$ cat src/rtl/core/assert_macros.svh
// Assertion macros shared by the map store RTL
`ifndef ASSERT_MACROS_SVH
`define ASSERT_MACROS_SVH
`ifndef SYNTHESIS
`define ASSERT_PROP(name, clk, rst_n, prop, msg) \
  name: assert property (@(posedge clk) disable iff (!(rst_n)) (prop)) else $error(msg);
`define ASSERT_NEVER(name, clk, rst_n, expr, msg) \
  name: assert property (@(posedge clk) disable iff (!(rst_n)) !(expr)) else $error(msg);
`else
`define ASSERT_PROP(name, clk, rst_n, prop, msg)
`define ASSERT_NEVER(name, clk, rst_n, expr, msg)
`endif
`endif

$ cat src/rtl/core/tom_pkg.sv
// Shared constants, types and helpers of the tiled occupancy map store
package tom_pkg;

  localparam int unsigned TILES = 16;
  localparam int unsigned IDX_W = (TILES > 1) ? $clog2(TILES) : 1;
  localparam int unsigned CNT_W = $clog2(TILES + 1);
  localparam int unsigned COORD_W = 7;
  localparam int unsigned CELLS_W = 18;

  localparam logic [1:0] STAT_OK      = 2'd0;
  localparam logic [1:0] STAT_MISSING = 2'd1;
  localparam logic [1:0] STAT_FULL    = 2'd2;

  typedef struct packed {
    logic load;
    logic step;
    logic commit;
  } tom_cmd_t;

  typedef struct packed {
    logic match;
    logic scan_last;
    logic out_free;
  } tom_sts_t;

  typedef struct packed {
    logic [COORD_W-1:0] base;
    logic [1:0]         off;
  } tom_floor_t;

  // Floor a signed coordinate to a multiple of three; base is kept wrapped
  function automatic tom_floor_t tom_floor3(input logic [COORD_W-1:0] raw);
    logic [7:0]  u;
    logic [15:0] prod;
    logic [5:0]  q;
    logic [7:0]  q3;
    logic [7:0]  rem;
    tom_floor_t  res;
    u    = {raw[COORD_W-1], raw} + 8'd66;
    prod = 16'(u) * 16'd171;
    q    = prod[14:9];
    q3   = 8'({2'b00, q}) + 8'({1'b0, q, 1'b0});
    rem  = u - q3;
    res.base = 7'(q3 + 8'd62);
    res.off  = rem[1:0];
    return res;
  endfunction

endpackage

$ cat src/rtl/core/tom_ctrl.sv
// Sequencer of the map store: accept, table search, commit
module tom_ctrl import tom_pkg::*; (
  input  logic     clk_i,
  input  logic     rst_ni,
  input  logic     in_valid_i,
  output logic     in_ready_o,
  input  tom_sts_t sts_i,
  output tom_cmd_t cmd_o
);

  typedef enum logic [1:0] {
    ST_IDLE,
    ST_SEARCH,
    ST_COMMIT
  } state_e;

  state_e state_q, state_d;
  logic   ready_q, ready_d;

  always_comb begin
    state_d    = state_q;
    ready_d    = ready_q;
    cmd_o      = '0;
    unique case (state_q)
      ST_IDLE: begin
        if (ready_q && in_valid_i) begin
          cmd_o.load = 1'b1;
          ready_d    = 1'b0;
          state_d    = ST_SEARCH;
        end
      end
      ST_SEARCH: begin
        cmd_o.step = 1'b1;
        if (sts_i.match || sts_i.scan_last) begin
          state_d = ST_COMMIT;
        end
      end
      ST_COMMIT: begin
        // hold until the output register can take the word
        if (sts_i.out_free) begin
          cmd_o.commit = 1'b1;
          ready_d      = 1'b1;
          state_d      = ST_IDLE;
        end
      end
      default: begin
        state_d = ST_IDLE;
        ready_d = 1'b1;
      end
    endcase
  end

  always_ff @(posedge clk_i or negedge rst_ni) begin
    if (!rst_ni) begin
      state_q <= ST_IDLE;
      ready_q <= 1'b1;
    end else begin
      state_q <= state_d;
      ready_q <= ready_d;
    end
  end

  assign in_ready_o = ready_q;

endmodule

$ cat src/rtl/core/tom_dpath.sv
// Tile table, search pointer and result register of the map store
module tom_dpath import tom_pkg::*; (
  input  logic               clk_i,
  input  logic               rst_ni,
  input  tom_cmd_t           cmd_i,
  output tom_sts_t           sts_o,
  input  logic               mode_i,
  input  logic [COORD_W-1:0] coord_x_i,
  input  logic [COORD_W-1:0] coord_y_i,
  input  logic [1:0]         cell_value_i,
  output logic               out_valid_o,
  input  logic               out_ready_i,
  output logic               found_o,
  output logic [1:0]         cell_out_o,
  output logic [1:0]         status_o
);

  logic [TILES-1:0]   tile_valid_q;
  logic [COORD_W-1:0] tile_base_x_q [TILES];
  logic [COORD_W-1:0] tile_base_y_q [TILES];
  logic [CELLS_W-1:0] tile_cells_q  [TILES];
  logic [CNT_W-1:0]   tiles_used_q;

  logic               mode_q;
  logic [1:0]         value_q;
  logic [COORD_W-1:0] bx_q, by_q;
  logic [3:0]         cell_q;
  logic [IDX_W-1:0]   scan_q, idx_q;
  logic               hit_q;

  logic               out_valid_q;
  logic               found_q;
  logic [1:0]         cell_out_q, status_q;

  tom_floor_t         fx, fy;
  logic [3:0]         cell_d;
  logic               table_full;
  logic [IDX_W-1:0]   alloc_idx;
  logic [CELLS_W-1:0] hit_cells, cell_mask, cell_ins;
  logic [4:0]         shift;

  assign fx     = tom_floor3(coord_x_i);
  assign fy     = tom_floor3(coord_y_i);
  assign cell_d = 4'(fx.off) + 4'({fy.off, 1'b0}) + 4'(fy.off);

  assign sts_o.match     = tile_valid_q[scan_q] && (tile_base_x_q[scan_q] == bx_q)
                           && (tile_base_y_q[scan_q] == by_q);
  assign sts_o.scan_last = (scan_q == IDX_W'(TILES - 1));
  assign sts_o.out_free  = !out_valid_q || out_ready_i;

  assign table_full = (tiles_used_q >= CNT_W'(TILES));
  assign alloc_idx  = tiles_used_q[IDX_W-1:0];
  assign hit_cells  = tile_cells_q[idx_q];
  assign shift      = {cell_q, 1'b0};
  assign cell_mask  = CELLS_W'(2'b11) << shift;
  assign cell_ins   = CELLS_W'(value_q) << shift;

  // item capture and table search
  always_ff @(posedge clk_i) begin
    if (cmd_i.load) begin
      mode_q  <= mode_i;
      value_q <= cell_value_i;
      bx_q    <= fx.base;
      by_q    <= fy.base;
      cell_q  <= cell_d;
    end
  end

  always_ff @(posedge clk_i or negedge rst_ni) begin
    if (!rst_ni) begin
      scan_q <= '0;
      idx_q  <= '0;
      hit_q  <= 1'b0;
    end else if (cmd_i.load) begin
      scan_q <= '0;
      hit_q  <= 1'b0;
    end else if (cmd_i.step) begin
      if (sts_o.match) begin
        hit_q <= 1'b1;
        idx_q <= scan_q;
      end else if (!sts_o.scan_last) begin
        scan_q <= scan_q + IDX_W'(1);
      end
    end
  end

  // tile table update on a write-mode commit
  always_ff @(posedge clk_i or negedge rst_ni) begin
    if (!rst_ni) begin
      tile_valid_q <= TILES'(1);
      tiles_used_q <= CNT_W'(1);
      for (int i = 0; i < TILES; i++) begin
        tile_base_x_q[i] <= '0;
        tile_base_y_q[i] <= '0;
        tile_cells_q[i]  <= '0;
      end
    end else if (cmd_i.commit && mode_q) begin
      if (hit_q) begin
        tile_cells_q[idx_q] <= (hit_cells & ~cell_mask) | cell_ins;
      end else if (!table_full) begin
        tile_valid_q[alloc_idx]  <= 1'b1;
        tile_base_x_q[alloc_idx] <= bx_q;
        tile_base_y_q[alloc_idx] <= by_q;
        tile_cells_q[alloc_idx]  <= cell_ins;
        tiles_used_q             <= tiles_used_q + CNT_W'(1);
      end
    end
  end

  // result register
  always_ff @(posedge clk_i or negedge rst_ni) begin
    if (!rst_ni) begin
      out_valid_q <= 1'b0;
    end else if (cmd_i.commit) begin
      out_valid_q <= 1'b1;
    end else if (out_ready_i) begin
      out_valid_q <= 1'b0;
    end
  end

  always_ff @(posedge clk_i) begin
    if (cmd_i.commit) begin
      found_q    <= hit_q;
      cell_out_q <= 2'b00;
      status_q   <= STAT_OK;
      if (!mode_q) begin
        if (hit_q) begin
          cell_out_q <= hit_cells[shift +: 2];
        end else begin
          status_q <= STAT_MISSING;
        end
      end else if (!hit_q && table_full) begin
        status_q <= STAT_FULL;
      end else begin
        cell_out_q <= value_q;
      end
    end
  end

  assign out_valid_o = out_valid_q;
  assign found_o     = found_q;
  assign cell_out_o  = cell_out_q;
  assign status_o    = status_q;

endmodule

$ cat src/rtl/core/tiled_occupancy_map_store.sv
// From accept, the table is searched one entry per cycle until the tile is found or the table
//   is exhausted, then committed once the output register is free; one word in flight at a time.
// The result register lets the next word be accepted while a result waits to be taken.
// Reset (rst_ni, async, active low): table holds only tile (0,0), cleared; output empty.
`include "assert_macros.svh"
module tiled_occupancy_map_store import tom_pkg::*; (
  input  logic        clk_i,
  input  logic        rst_ni,
  input  logic        s_axis_tvalid,
  output logic        s_axis_tready,
  input  logic [15:0] s_axis_tdata,   // coord_x[6:0], coord_y[13:7], cell_value[15:14]
  input  logic        s_axis_tuser,   // mode[0]
  output logic        m_axis_tvalid,
  input  logic        m_axis_tready,
  output logic [7:0]  m_axis_tdata    // found[0], cell_out[2:1], status[4:3], zero[7:5]
);

  tom_cmd_t   cmd;
  tom_sts_t   sts;
  logic       found;
  logic [1:0] cell_out, status;
  logic       in_fire;

  tom_ctrl u_ctrl (
    .clk_i      (clk_i),
    .rst_ni     (rst_ni),
    .in_valid_i (s_axis_tvalid),
    .in_ready_o (s_axis_tready),
    .sts_i      (sts),
    .cmd_o      (cmd)
  );

  tom_dpath u_dpath (
    .clk_i        (clk_i),
    .rst_ni       (rst_ni),
    .cmd_i        (cmd),
    .sts_o        (sts),
    .mode_i       (s_axis_tuser),
    .coord_x_i    (s_axis_tdata[6:0]),
    .coord_y_i    (s_axis_tdata[13:7]),
    .cell_value_i (s_axis_tdata[15:14]),
    .out_valid_o  (m_axis_tvalid),
    .out_ready_i  (m_axis_tready),
    .found_o      (found),
    .cell_out_o   (cell_out),
    .status_o     (status)
  );

  assign m_axis_tdata = {3'b000, status, cell_out, found};
  assign in_fire      = s_axis_tvalid && s_axis_tready;

  `ASSERT_PROP(a_commit_room, clk_i, rst_ni, cmd.commit |-> sts.out_free, "commit with output full")
  `ASSERT_PROP(a_busy_after_accept, clk_i, rst_ni, in_fire |=> !s_axis_tready, "ready while busy")
  `ASSERT_PROP(a_commit_shows, clk_i, rst_ni, cmd.commit |=> m_axis_tvalid, "result not presented")
  `ASSERT_NEVER(a_cmd_excl, clk_i, rst_ni, !$onehot0({cmd.load, cmd.step, cmd.commit}), "overlap")

endmodule
$ cat config.mk
export PLATFORM = sky130hd
export DESIGN_NAME = tiled_occupancy_map_store
export DESIGN_NICKNAME = d
export VERILOG_FILES = /design/src/rtl/core/tom_pkg.sv /design/src/rtl/core/tom_ctrl.sv /design/src/rtl/core/tom_dpath.sv /design/src/rtl/core/tiled_occupancy_map_store.sv
export VERILOG_INCLUDE_DIRS = /design/src /design/src/rtl/core
export SDC_FILE = /design/constraint.sdc
export NUM_CORES = 1
export LEC_CHECK = 0
export BUFFER_PORTS_ARGS = -buffer_cell sky130_fd_sc_hd__buf_2
export CAP_MARGIN = 10
export CELL_PAD_IN_SITES_DETAIL_PLACEMENT = 1
export CELL_PAD_IN_SITES_GLOBAL_PLACEMENT = 2
export CORE_ASPECT_RATIO = 1.1
export CORE_MARGIN = 2
export CORE_UTILIZATION = 47
export DETAILED_ROUTE_END_ITERATION = 6
export PLACE_DENSITY_LB_ADDON = 0.1
export SYNTH_ARGS = -nofsm -noshare
export SYNTH_HDL_FRONTEND = slang
export SYNTH_HIERARCHICAL = 1
export SYNTH_SLANG_ARGS = --single-unit
$ cat constraint.sdc
create_clock -name clk_i -period 8.5 [get_ports clk_i]
set_clock_uncertainty 0.2 [all_clocks]
set_input_delay 0.425 -clock clk_i [delete_from_list [all_inputs] [get_ports clk_i]]
set_output_delay 0.425 -clock clk_i [all_outputs]
set_load 0.01 [all_outputs]
==> results of run 1 <==
-- state kept, by name, summed over array words and instances, names as in the netlist --
name and flops:
u_dpath/value_q 2, u_ctrl/in_ready_o 1, u_dpath/scan_q 4, u_dpath/bx_q 7, u_dpath/cell_q 4, u_dpath/tile_cells_q 288, u_dpath/out_valid_o 1, u_dpath/tile_base_x_q 112
u_ctrl/state_q 2, u_dpath/cell_out_o 2, u_dpath/status_o 2, u_dpath/idx_q 4, u_dpath/found_o 1, u_dpath/tiles_used_q 5, u_dpath/hit_q 1, u_dpath/by_q 7
u_dpath/tile_valid_q 16, u_dpath/tile_base_y_q 112, u_dpath/mode_q 1
-- placed cells by master, fill, tap and decap left out, types with 9 or more instances in the layout --
cell and instances:
and3_1 14, nor2_4 15, dfrtp_1 538, a22oi_1 12, mux2_2 219, nand2b_1 25
ha_1 99, nor2b_1 18, buf_2 26, o22ai_1 15, inv_1 96, and2_1 14
nor3_1 12, o21ai_0 134, mux2i_1 33, nor2_1 232, nand2_1 174, mux4_2 125
a21oi_1 485, xnor2_1 45, fa_1 26, mux4_1 9, edfxtp_1 26, xor2_1 19
buf_4 57, clkbuf_1 22, nand3_1 19, clkbuf_16 72, or2_2 9, clkbuf_8 20
-- final cells by class --
type,count,area share
tap,841,0.0311
clock buffer,114,0.0639
inverter,98,0.0109
clock inverter,10,0.00330
timing repair buffer,95,0.0212
sequential,572,0.428
multi-input combinational,1877,0.442
-- kinds of logic (layout without fill, tap and decap cells) --
| logic type | Yosys count | after routing | synth area share |
|---|---|---|---|
| AOI/OAI and AO/OA | 718 | 718 | 0.127 |
| and+or+nand+nor | 577 | 577 | 0.0838 |
| DFF | 572 | 572 | 0.475 |
| muxes | 390 | 390 | 0.194 |
| buffers and inverters | 330 | 317 | 0.0432 |
| adders and majority gates | 125 | 125 | 0.0578 |
| xor gates and xnor gates | 64 | 64 | 0.0184 |
| other | 1 | 3 | 0.000123 |
-- stage by stage --
stage,std cells,worst slack [ps],util
2_1_floorplan,2779,2520,-
3_3_place_gp,3469,1780,0.492
3_5_place_dp,3470,1720,0.492
4_1_cts,3600,2350,0.528
5_1_grt,3607,2090,0.529
6_report,3607,2390,0.529
-- power groups by stage --
| stage | Sequential, W | Combinational [W] | Clock [W] |
|---|---|---|---|
| final | 0.00319 | 0.00277 | 0.00295 |
| after global routing | 0.00321 | 0.00310 | 0.00313 |
| after CTS | 0.00319 | 0.00280 | 0.00302 |
| after detailed placement | 0.00323 | 0.00278 | 0 |
| after global placement | 0.00323 | 0.00270 | 0 |
| after floorplan | 0.00312 | 0.00207 | 0 |
-- critical path: stages --
cell and delay (ps):
buf_2 170, ha_1 220, xor2_1 350, ha_1 340, fa_1 530, inv_1 60
fa_1 500, inv_1 50, fa_1 440, ha_1 290, o21a_1 110, nor2_1 30
a21oi_1 240, a21oi_1 150, xnor2_1 300, ha_1 320, xnor2_1 150, xnor2_1 490
fa_1 490, inv_1 70, ha_1 160, fa_1 390
-- routing by layer --
metal | up-vias | wire, um | share of wire | track usage
met5 | - | 0 | 0 | 0
met4 | 0 | 3930 | 0.041 | 0.121
met3 | 202 | 3550 | 0.037 | 0.0348
met2 | 493 | 49000 | 0.51 | 0.514
met1 | 11600 | 39600 | 0.41 | 0.370
li1 | 9716 | - | - | -
-- worst paths after layout --
check / start / to / slack (ps)
setup / recovery: s_axis_tdata[1] / u_dpath/cell_q[2] / 2390
hold / removal: rst_ni / u_dpath/tile_cells_q[130] / 260
setup reg to reg: u_dpath/scan_q[1] / u_dpath/idx_q[1] / 3820
hold reg to reg: u_dpath/tile_valid_q[5] / u_dpath/tile_valid_q[5] / 270
max in group asynchronous: rst_ni / u_dpath/tile_base_y_q[17] / 6260
min in group clk_i: u_dpath/tile_valid_q[5] / u_dpath/tile_valid_q[5] / 270
-- timing repair --
item                                    CTS  global route
hold buffers                              6             0
endpoints found under the setup margin    0             0
hold endpoints to repair                 99             0
==> results.py, run 1 <==
metrics = {
    "worst_setup_path": {
        "critPathLaunchType": "primary input",
        "r2r_cells": 10,
        "cp.required_ps": 8660,
        "worstSetupPathType": "in -> reg",
        "worstSetupEndpointType": "register",
        "crit_fanout": 6,
        "cp.arrival_ps": 6270,
    },
    "cells_and_area": {
        "fin_area_mm2": 0.0338,
        "multi_input_area_mm2": 0.0149,
        "n_antenna_cell": 0,
        "final_nets": 2857,
        "drive_above_1_share": 0.219,
        "fillers": 6700,
        "area_delta_synth_final_pct": 11.1,
        "register_area_mm2": 0.0145,
    },
    "run": {
        "cap_viol_max_count": 0,
    },
    "logic_synthesis": {
        "yosysSeqAreaShare": 0.475,
        "synth_edf_count": 26,
        "yosysMostFrequentCell": "dfrtp_1",
        "syn_area_mm2": 0.0304,
        "yosysUniqueCellTypes": 78,
        "ys.warnings.count": 6,
        "ys_top_cells_by_area": "dfrtp_1 45%, mux4_2 9.3%, mux2_2 8.1%",
        "synth.avg_cell_area_um2": 11.0,
        "synth_ff_type": "dfrtp_1",
        "synth.top_cell.area_share": 0.447,
        "synth_cells": 2777,
        "synth_seq_cells": 572,
        "synth_area_leader_cell": "dfrtp_1",
        "ys_top_cells_by_count": "543 x dfrtp_1, 489 x a21oi_1, 255 x nor2_1",
        "synthArstFlopShare": 0.955,
    },
    "clock_tree": {
        "cts.sinks": 572,
        "cts.path.max_buffers": 3,
        "worstSkewPairLatency_ps": 610,
        "cts_tree": "yes",
        "cts_root_buffer": "clkbuf_16",
        "cts_setup_buffers": 0,
        "cts.reportedPaths.clkPinSlew_ps": 60,
        "cts_resized": 0,
        "numCtsBuffers": 67,
        "cts_max_level": 3,
    },
    "sta": {
        "fmax_mhz": 164,
        "fin_crit_sh": 0.719,
        "worst_pin_slew_ps": 1230,
        "rsz0062_at_grt": "false",
        "setup_viol": 0,
        "finalCriticalPeriod_ps": 6110,
        "hold_viol_final": 0,
        "relSlewSlack": 0.177,
        "tns_ps": 0,
        "slew_viol_final": 0,
        "whs_ps": 255,
    },
    "route": {
        "postRouteAntennaNets": 0,
        "drc_errors": 0,
        "post_drt_wl_per_cell_um": 26.6,
        "wl_um": 96100,
        "vias": 22000,
        "drt_pass1_iterations": 5,
        "drtIter0Drc": 1363,
        "via_per_inst": 6.11,
    },
    "power": {
        "switching_power_w": 0.00300,
        "irDropWorstVdd_uv": 235,
        "leakagePower_nw": 15.3,
        "power_frac_clock": 0.331,
        "internal_power_w": 0.00590,
        "seqPwrFrac": 0.358,
        "p_sw_frac": 0.337,
        "pwr-share-comb": 0.311,
        "p_per_area_mw_per_mm2": 264,
        "power_w": 0.00891,
    },
    "place": {
        "dp_hpwl_um": 57000,
        "dpl-instance-area_mm2": 0.0314,
        "gp_congestion": 0.806,
        "portBuffers": 27,
    },
    "floorplan": {
        "top_level_ports": 31,
        "dieHeight_um": 271,
        "dieArea_mm2": 0.0668,
        "die_x_um": 247,
        "core_mm2": 0.0638,
        "start_util": 0.476,
        "rows": 97,
    },
    "worst_hold_path": {
        "holdCritPathClass": "in -> async",
    },
    "global_route": {
        "grt_pass1_wl_um": 148000,
        "antenna_found_initial": 1,
        "grt_pass1_vias": 24100,
        "gr-total-overflow": 0,
        "grt_max_degree": 163,
        "grt_usage": 0.295,
    },
    "run_status": {
        "run_status": "complete, no violations",
    },
}
No activity file was read; power rests on OpenSTA's default activity.
==> run 2, diff against run 1 <==
--- a/config.mk
+++ b/config.mk
@@ -12,7 +12,7 @@
 export CELL_PAD_IN_SITES_GLOBAL_PLACEMENT = 2
 export CORE_ASPECT_RATIO = 1.1
 export CORE_MARGIN = 2
-export CORE_UTILIZATION = 47
+export CORE_UTILIZATION = 44
 export DETAILED_ROUTE_END_ITERATION = 6
 export PLACE_DENSITY_LB_ADDON = 0.1
 export SYNTH_ARGS = -nofsm -noshare
==> constraint.sdc (replaced) <==
create_clock -name clk_i -period 5.65 [get_ports clk_i]
set_clock_uncertainty 0.2 [all_clocks]
set_input_delay 0.2825 -clock clk_i [delete_from_list [all_inputs] [get_ports clk_i]]
set_output_delay 0.2825 -clock clk_i [all_outputs]
set_load 0.01 [all_outputs]
==> results.py, run 2 (synthesis results as in run 1) <==
metrics = {
    "route": {
        "drt_pass1_iterations": 7,
        "postRouteAntennaNets": 0,
        "drc_errors": 0,
        "via_per_inst": 5.87,
        "post_drt_wl_per_cell_um": 25.7,
        "vias": 22000,
        "drtIter0Drc": 1574,
        "wl_um": 96600,
    },
    "sta": {
        "slew_viol_final": 0,
        "worst_pin_slew_ps": 1370,
        "hold_viol_final": 0,
        "fin_crit_sh": 0.958,
        "whs_ps": 121,
        "fmax_mhz": 185,
        "finalCriticalPeriod_ps": 5410,
        "tns_ps": 0,
        "relSlewSlack": 0.0874,
        "rsz0062_at_grt": "false",
        "setup_viol": 0,
    },
    "cells_and_area": {
        "mostFrequentLayoutCells": "538 x dfrtp_1, 483 x a21oi_1, 232 x nor2_1",
        "area_delta_synth_final_pct": 13.1,
        "drive_above_1_share": 0.239,
        "register_area_mm2": 0.0145,
        "largest_reg_flops": 288,
        "final_nets": 2921,
        "mostFrequentLayoutCell": "dfrtp_1",
        "top_regs": "u_dpath/tile_cells_q: 288 flops, u_dpath/tile_base_x_q: 112 flops, u_dpath/tile_base_y_q: 112 flops",
        "fillers": 7272,
        "fin_area_mm2": 0.0344,
        "multi_input_area_mm2": 0.0150,
        "n_antenna_cell": 0,
        "top_register": "u_dpath/tile_cells_q",
    },
    "worst_setup_path": {
        "critPathLaunchType": "primary input",
        "worstSetupPathType": "in -> reg",
        "rrSetupSlack_ps": 1350,
        "slowest_delay_ps": 510,
        "cp.required_ps": 5790,
        "crit_chain": "buf_2, ha_2, xor2_2, ha_1, fa_1, inv_1, fa_1, inv_1, fa_1, ha_2, a2111oi_2, a21oi_1, a21o_1, xor2_2, ha_1, xnor2_2, xnor2_2, fa_1, inv_1, ha_1, fa_1",
        "cp.arrival_ps": 5550,
        "worstSetupEndpointType": "register",
        "path_buf_inv": 4,
        "cpMaxStageDelayCell": "fa_1",
        "critPathMostFrequentCell": "fa_1",
        "crit_fanout": 4,
        "critical_path.top_delay_family": "adder cells",
    },
    "power": {
        "seqPwrFrac": 0.346,
        "internal_power_w": 0.00941,
        "p_sw_frac": 0.329,
        "power_w": 0.0140,
        "leakagePower_nw": 15.6,
        "irDropWorstVdd_uv": 398,
        "p_per_area_mw_per_mm2": 408,
        "pwr-share-comb": 0.339,
        "power_frac_clock": 0.316,
        "switching_power_w": 0.00462,
    },
    "place": {
        "gp_congestion": 0.800,
        "dpl-instance-area_mm2": 0.0320,
        "portBuffers": 27,
        "dp_hpwl_um": 58700,
    },
    "clock_tree": {
        "cts_setup_buffers": 0,
        "worstSkewPairLatency_ps": 600,
        "cts.sinks": 572,
        "cts_root_buffer": "clkbuf_16",
        "cts.path.max_buffers": 3,
        "cts_max_level": 3,
        "cts.reportedPaths.clkPinSlew_ps": 60,
        "numCtsBuffers": 67,
        "cts_tree": "yes",
    },
    "floorplan": {
        "dieHeight_um": 280,
        "dieArea_mm2": 0.0713,
        "die_x_um": 255,
        "core_mm2": 0.0687,
        "rows": 101,
        "top_level_ports": 31,
        "start_util": 0.442,
    },
    "worst_hold_path": {
        "holdCritPathClass": "in -> async",
    },
    "global_route": {
        "grt_usage": 0.278,
        "gr-total-overflow": 0,
        "antenna_found_initial": 0,
        "grt_max_degree": 145,
        "grt_pass1_vias": 24100,
        "grt_pass1_wl_um": 148000,
    },
    "run": {
        "cap_viol_max_count": 0,
    },
    "run_status": {
        "run_status": "complete, no violations",
    },
}
run 2: cell types whose count changed in the layout (fill, tap and decap cells not counted), moves of 7 or more:
cell,delta
nor2_4,-7
clkbuf_8,-9
nor2_2,+7
buf_4,+62
run 2: power by group through the flow:
stage               registers [W]  clock network [W]  logic [W]
floorplan                 0.00469                  0    0.00315
global placement          0.00491                  0    0.00457
detailed placement        0.00493                  0    0.00469
CTS                       0.00485            0.00453    0.00475
global route              0.00488            0.00470    0.00530
finish                    0.00485            0.00443    0.00475
run 2: worst reg2reg max path, stage by stage (launching register included):
cell,delay [ps]
dfrtp_2,840
buf_4,430
mux4_1,610
mux4_2,470
xnor2_1,190
and4b_1,220
nand4_1,140
nor4_4,340
buf_4,250
nand3b_4,160
mux2_4,330
run 2: layout make-up:
cell class,count,area share
timing repair buffer,159,0.0357
inverter,98,0.0107
tap,927,0.0337
clock inverter,12,0.00480
sequential,572,0.420
clock buffer,108,0.0601
multi-input combinational,1877,0.435
run 2: path summary, 6_finish.rpt:
| check | endpoint | cells after the start | startpoint |
|---|---|---|---|
| max reg2reg | u_dpath/idx_q[2] | 10 | u_dpath/scan_q[0] |
| max | u_dpath/cell_q[2] | 21 | s_axis_tdata[8] |
| min in group clk_i | u_dpath/value_q[1] | 2 | s_axis_tdata[15] |
| min | u_dpath/tile_cells_q[216] | 2 | rst_ni |
| min reg2reg | u_dpath/tile_valid_q[10] | 1 | u_dpath/tile_valid_q[10] |
| max in group asynchronous | u_dpath/tile_base_y_q[96] | 3 | rst_ni |
run 2: metrics by stage:
stage | worst slack (ps) | utilization | instances
floorplan | 18.0 | - | 2779
global placement | -426 | 0.466 | 3622
detailed placement | -556 | 0.466 | 3622
CTS | 62.9 | 0.500 | 3748
global route | 6.02 | 0.501 | 3753
finish | 238 | 0.501 | 3753
run 2: metal layers:
metal,share of wire,vias up,GRT usage
li1,-,9819,-
met1,0.41,11500,0.345
met2,0.52,516,0.489
met3,0.043,197,0.0363
met4,0.037,0,0.107
met5,0,-,0
run 2: timing repair:
action / CTS / global route
hold endpoints to repair: 92 / 0
hold buffers: 6 / 0
gates resized for setup: 0 / 3
endpoints found under the setup margin: 0 / 1
